`config.mk`:
```
export PLATFORM = sky130hd
export DESIGN_NAME = sas_cell
export DESIGN_NICKNAME = d
export VERILOG_FILES = /design/src/rtl/sas_pkg.sv /design/src/rtl/sas_cell.sv
export SDC_FILE = /design/constraint.sdc
export NUM_CORES = 1
export LEC_CHECK = 0
export BUFFER_PORTS_ARGS = -buffer_cell sky130_fd_sc_hd__buf_2
export CORE_UTILIZATION = 30
export DETAILED_ROUTE_END_ITERATION = 16
export PLACE_DENSITY = 0.72
export SLEW_MARGIN = 10
export SYNTH_ARGS = -nofsm -noshare
export SYNTH_HDL_FRONTEND = slang
export SYNTH_SLANG_ARGS = --single-unit
```
`constraint.sdc`:
```
create_clock -name clock -period 5.3 [get_ports clock]
set_clock_uncertainty 0.2 [all_clocks]
set_input_delay 0.795 -clock clock [delete_from_list [all_inputs] [get_ports clock]]
set_output_delay 0.795 -clock clock [all_outputs]
set_load 0.01 [all_outputs]
```
`src/rtl/sas_pkg.sv`:
```
// Shared types and constants of the sortable array store.
// No dependencies.
package sas_pkg;

   localparam int OP_W       = 2;
   localparam int INDEX_W    = 6;
   localparam int DATA_W     = 32;
   localparam int STATUS_W   = 2;
   localparam int FILL_W     = 7;
   localparam int GROUP_SIZE = 8;

   localparam logic [OP_W-1:0] OP_APPEND  = 2'd0;
   localparam logic [OP_W-1:0] OP_GET     = 2'd1;
   localparam logic [OP_W-1:0] OP_REPLACE = 2'd2;
   localparam logic [OP_W-1:0] OP_SORT    = 2'd3;

   localparam logic [STATUS_W-1:0] ST_OK    = 2'd0;
   localparam logic [STATUS_W-1:0] ST_RANGE = 2'd1;
   localparam logic [STATUS_W-1:0] ST_FULL  = 2'd2;

   typedef enum logic [1:0] {
      S_IDLE,
      S_READ,
      S_SORT,
      S_DONE
   } state_type;

   // broadcast control to every cell of the row
   typedef struct packed {
      logic wr_en;
      logic sort_en;
      logic phase;
      logic descending;
   } ctrl_type;

endpackage

```
`src/rtl/sas_cell.sv`:
```
// One storage cell of the sortable array store: holds one entry, compares it
// with its right neighbor during sort phases. Depends on sas_pkg.
module sas_cell #(
   parameter int CAPACITY = 64,
   parameter int POS      = 0
) (
   input  logic                                   clock,
   input  sas_pkg::ctrl_type                      ctrl,
   input  logic [$clog2(CAPACITY+1)-1:0]          count_i,
   input  logic [$clog2(CAPACITY+1)-1:0]          wr_addr,
   input  logic signed [sas_pkg::DATA_W-1:0]      wr_data,
   input  logic [sas_pkg::INDEX_W-1:0]            rd_idx,
   input  logic signed [sas_pkg::DATA_W-1:0]      left_value,
   input  logic                                   left_swap,
   input  logic signed [sas_pkg::DATA_W-1:0]      right_value,
   output logic signed [sas_pkg::DATA_W-1:0]      value,
   output logic                                   swap,
   output logic [sas_pkg::DATA_W-1:0]            rd_data
);
   import sas_pkg::*;

   localparam int   CNT_W    = $clog2(CAPACITY + 1);
   localparam logic POS_PAR  = 1'(POS % 2);
   localparam logic RD_REACH = (POS < (1 << INDEX_W));

   logic signed [DATA_W-1:0] value_ff;
   logic signed [DATA_W-1:0] value_in;
   logic                     pair_active;
   logic                     rd_hit;

   // this cell is the left half of a pair in the current phase
   assign pair_active = ctrl.sort_en && (ctrl.phase == POS_PAR) &&
                        (CNT_W'(POS + 1) < count_i);
   assign swap = pair_active && (ctrl.descending ? (right_value > value_ff)
                                                 : (value_ff > right_value));

   assign rd_hit  = RD_REACH && (rd_idx == INDEX_W'(POS));
   assign rd_data = rd_hit ? value_ff : '0;
   assign value   = value_ff;

   always_comb begin
      value_in = value_ff;
      if (ctrl.wr_en && (wr_addr == CNT_W'(POS))) begin
         value_in = wr_data;
      end else if (swap) begin
         value_in = right_value;
      end else if (left_swap) begin
         value_in = left_value;
      end
   end

   always_ff @(posedge clock) begin
      value_ff <= value_in;
   end

endmodule

```
==> summary by stage <==
Synthesis
In the post-synthesis netlist, the biggest area contributors are edfxtp_1 33%, ha_1 14%, a31oi_1 7.0%. The cell count after synthesis is 343. The count of unique library cells instantiated by Yosys is 43.

Of the synthesized area, sequential elements account for 0.328. Summing every instance area after synthesis gives between 0.002 and 0.003 mm². The area share of the largest cell type after synthesis is 0.328. The net count after synthesis is 497. The leading area contributor after synthesis is edfxtp_1. The flip-flop and latch count after synthesis is 32. The average instance area after synthesis is ~8.6 µm². Yosys printed 0 warnings.

GRT
The via count of the first global-routing pass came to 3052. The first-pass GRT wire length is 14.1 mm. The number of antenna violations at the first check in global routing is 0.

Entering global routing, the biggest net connects 35 pins. Summed over all layers, the global routing overflow is 0. The overall global routing resource usage is 0.180.

Setup path
For flop-to-flop paths, the worst setup slack is 1.67 ns. The data required time at the worst endpoint is approximately 4.3 ns. The worst setup path is of the input port to output pin kind. The maximum fanout along the worst path is 20. The endpoint identified for the worst register-to-register timing path is value[2]. Data on the critical path arrives at its endpoint at 3.28 ns. The worst reg-to-reg path cell count is 9.

STA classifies the critical path endpoint as an output pin. The most numerous cell type found on the critical path is buf_2. The signal on the critical path passes through buf_2, inv_1, ha_1, a21oi_1, o21ai_1, a221o_1, o31ai_4, a22o_1, nand2_1, buf_2. Among all stages on the critical path, the largest delay is contributed by a22o_1. The worst setup path is launched from an input port. In this design, the stage delay of the slowest critical-path cell is 0.79 ns.

The launch instance of the worst register-to-register path is value[15].

Finish
The number of filler cells placed in the layout is 956. The final-stage net count is 672. The final antenna diode count is 0. The register with the most flip-flops in the layout has 32 of them. Once layout is complete, the utilization of the core stands at 0.428. Of the cells placed in the final design, the portion with a size suffix greater than 1 is 0.403. Compared with the post-synthesis result, the final layout area differs by 36.6%.

Pwr
The internal power component is 0.551 mW. Of the total power, registers draw 0.428. Of the total power, the share spent switching nets is 0.338. The areal power density over the cells is 208 mW/mm². The net switching power is 0.281 mW.

Summed over all cells, the static leakage comes to between 2 and 2.5 nW. The share of total power dissipated in combinational logic is 0.354. The clock share of power is 0.218. The worst-case IR drop observed on VDD is 0.103 mV.

Drt
In this run, the number of DRC markers left after iteration 0 of detailed routing was 89. The wire length on met1 is 3.87 mm. The remaining number of nets flagged by the antenna check after routing is 0. The average detailed-routed wire length per instance is 14.4 µm. The routed design uses 4.68 mm of met2 wire. The wire length on met3 is between 600 and 700 µm.

The detailed-route DRC error count is 0. In the routed layout, each cell is associated on average with a via count of 5.05. The first-pass iteration count of the detailed router is 4.

The top routing layer in use is met4. For this block, the routed nets add up to 9.34 mm of wire. The routed layout has 3269 vias.

Clock tree
The TritonCTS clock tree is built. The root buffer cell chosen for the clock tree is clkbuf_8. The number of post-CTS setup repair buffers is 0.

The number of gates resized after CTS is 0. The number of buffers created by CTS is 5. The clock-pin slew of the registers on the worst-case setup and hold paths is around 0.070 ns. For the worst-skew pair, the clock arrives at the later sink with an insertion delay of 0.28 ns. The number of sinks driven by the clock tree is 32. The H-tree was split into 2 levels. The clock passes through at most 2 buffers.

Hold repair after CTS inserted 0 buffers.

Outcome
The run finished with clean final reports.

Worst hold path
The startpoint of the most critical hold path is wr_data[20]. For hold timing, the worst endpoint is value[20]. The worst hold path stage count is 3. The path class of the tightest hold or removal check is input port to flip-flop.

STA
Setup repair after global routing left no endpoint under its margin. For the final routed database, the setup TNS stands at 0 ns. The maximum operating frequency is 0.234 GHz. The count of final hold-check violations came to 0.

Setup violations remaining at the end of the flow were counted as 0. In this run the tightest slew margin relative to its limit is 0.288. The final max-slew violation count was 0. The routed design could run at a clock period as short as about 4.3 ns. The actual transition at the worst max-transition pin is ~1.1 ns. The ratio of final minimum period to clock period is 0.807.

Place
Once detailed placement completed, the half-perimeter wirelength came to 7.24 mm. Routability-driven placement finished with a final weighted congestion of 0.729. Input and output buffers added on the ports amount to 185.

Die
In this run the vertical extent of the chip is 101 µm. The floorplan row count is 35. The area of the die is a little over 0.01 mm². The initial core utilization is 0.313. The floorplan die width is 101 µm. 187 I/O pins were placed. The placeable core region is 0.00937 mm².

Job
The total of max-cap violations is 0.
==> layout by cell type (no fill, tap or decap), drive strengths merged, types with 2 or more instances in the layout <==
cell,synthesis,routed
nor4,3,3
ha,32,32
nor3,2,2
o21ai,35,35
and2,31,31
inv,33,33
nand4,4,4
buf,11,191
and4,3,3
o211ai,2,2
a221oi,2,2
nand3,36,36
a21o,3,3
or4,2,2
nor2,33,33
a21oi,11,11
a31oi,33,33
edfxtp,32,32
clkbuf,12,6
nand2,8,8
==> cell families after synthesis <==
group                    count (synthesis)  synth area share
flip-flops                              32             0.328
AND/OR/NAND/NOR                        130             0.244
buffers and inverters                   56            0.0909
adder cells (fa/ha/maj)                 32             0.137
AO/OA/AOI/OAI                           93             0.201
==> cell usage after synthesis <==
| cell type | instances |
|---|---|
| nor4_1 | 2 |
| nand3b_1 | 1 |
| nor2_1 | 33 |
| nor2b_1 | 1 |
| nor3_1 | 1 |
| a31oi_1 | 33 |
| nand3_1 | 36 |
| a22oi_2 | 1 |
| a21o_1 | 3 |
| o211ai_1 | 1 |
| a21oi_1 | 11 |
| nand4_1 | 4 |
| o21ai_1 | 25 |
| ha_1 | 32 |
| or4_4 | 1 |
| a22o_1 | 1 |
| nor3b_1 | 1 |
| and4bb_4 | 1 |
| o31a_1 | 1 |
| nor4_2 | 1 |
| a221oi_1 | 2 |
| a21boi_2 | 1 |
| and2_1 | 31 |
| and3_4 | 1 |
| and4_1 | 3 |
| clkbuf_1 | 10 |
| nor4b_1 | 1 |
| nor3_2 | 1 |
| o211a_1 | 1 |
| and3b_4 | 1 |
| buf_4 | 1 |
| a221o_1 | 1 |
| inv_1 | 33 |
| nand2_1 | 8 |
| o31ai_4 | 1 |
| buf_6 | 6 |
| o21ai_0 | 10 |
| o211ai_4 | 1 |
| clkbuf_2 | 2 |
| or4_1 | 1 |
| edfxtp_1 | 32 |
| nand4b_1 | 1 |
| buf_2 | 4 |
==> worst max-delay path: cells and delay by family <==
| kind | cells | cell delay [ns] |
|---|---|---|
| fa+ha+maj | 1 | 0.29 |
| buf+inv | 3 | 0.31 |
| compound gates | 5 | 1.75 |
| simple gates | 1 | 0.15 |
==> power groups by stage <==
stage	logic (mW)	registers (mW)	clock network, mW
finish	0.295	0.356	0.181
global route	0.334	0.361	0.198
CTS	0.298	0.356	0.191
detailed placement	0.297	0.362	0
global placement	0.287	0.360	0
floorplan	0.156	0.373	0
==> worst max path at each step <==
| stage | from | to | slack, ns |
|---|---|---|---|
| after global routing | right_value[19] | swap | 0.82 |
| after global placement | right_value[15] | swap | 1.07 |
| final | right_value[7] | swap | 1.02 |
| after CTS | right_value[15] | swap | 0.99 |
| after floorplan | right_value[5] | value[0] | 1.15 |
| after detailed placement | right_value[15] | swap | 1.0 |
==> per-stage QoR <==
step / worst slack, ns / std cells / area [µm²] / total power, mW / hold slack (ns)
after floorplan: 1.15 / 343 / 2930 / 0.529 / 0.849
after global placement: 1.07 / 640 / 3930 / 0.646 / 0.944
after detailed placement: 0.998 / 640 / 3930 / 0.659 / 0.953
after CTS: 0.994 / 647 / 4010 / 0.846 / 0.653
after global routing: 0.819 / 647 / 4010 / 0.893 / 0.665
final: 1.02 / 647 / 4010 / 0.833 / 0.667
==> cell type report <==
cell class / count / area [µm²] / area share
well taps: 129 / 161 / 0.0403
inverters: 33 / 124 / 0.0309
repair buffers: 191 / 971 / 0.242
multi-input cells: 255 / 1710 / 0.427
clock inverters: 1 / 5.00 / 0.00125
clock buffers: 6 / 72.6 / 0.0181
flip-flops and latches: 32 / 961 / 0.240
==> routing by layer <==
layer,vias to the layer above,global-route usage
li1,1601,-
met4,0,0.0602
met1,1504,0.203
met2,151,0.339
met5,-,0
met3,13,0.0312
(Power assumes the default switching activity.)
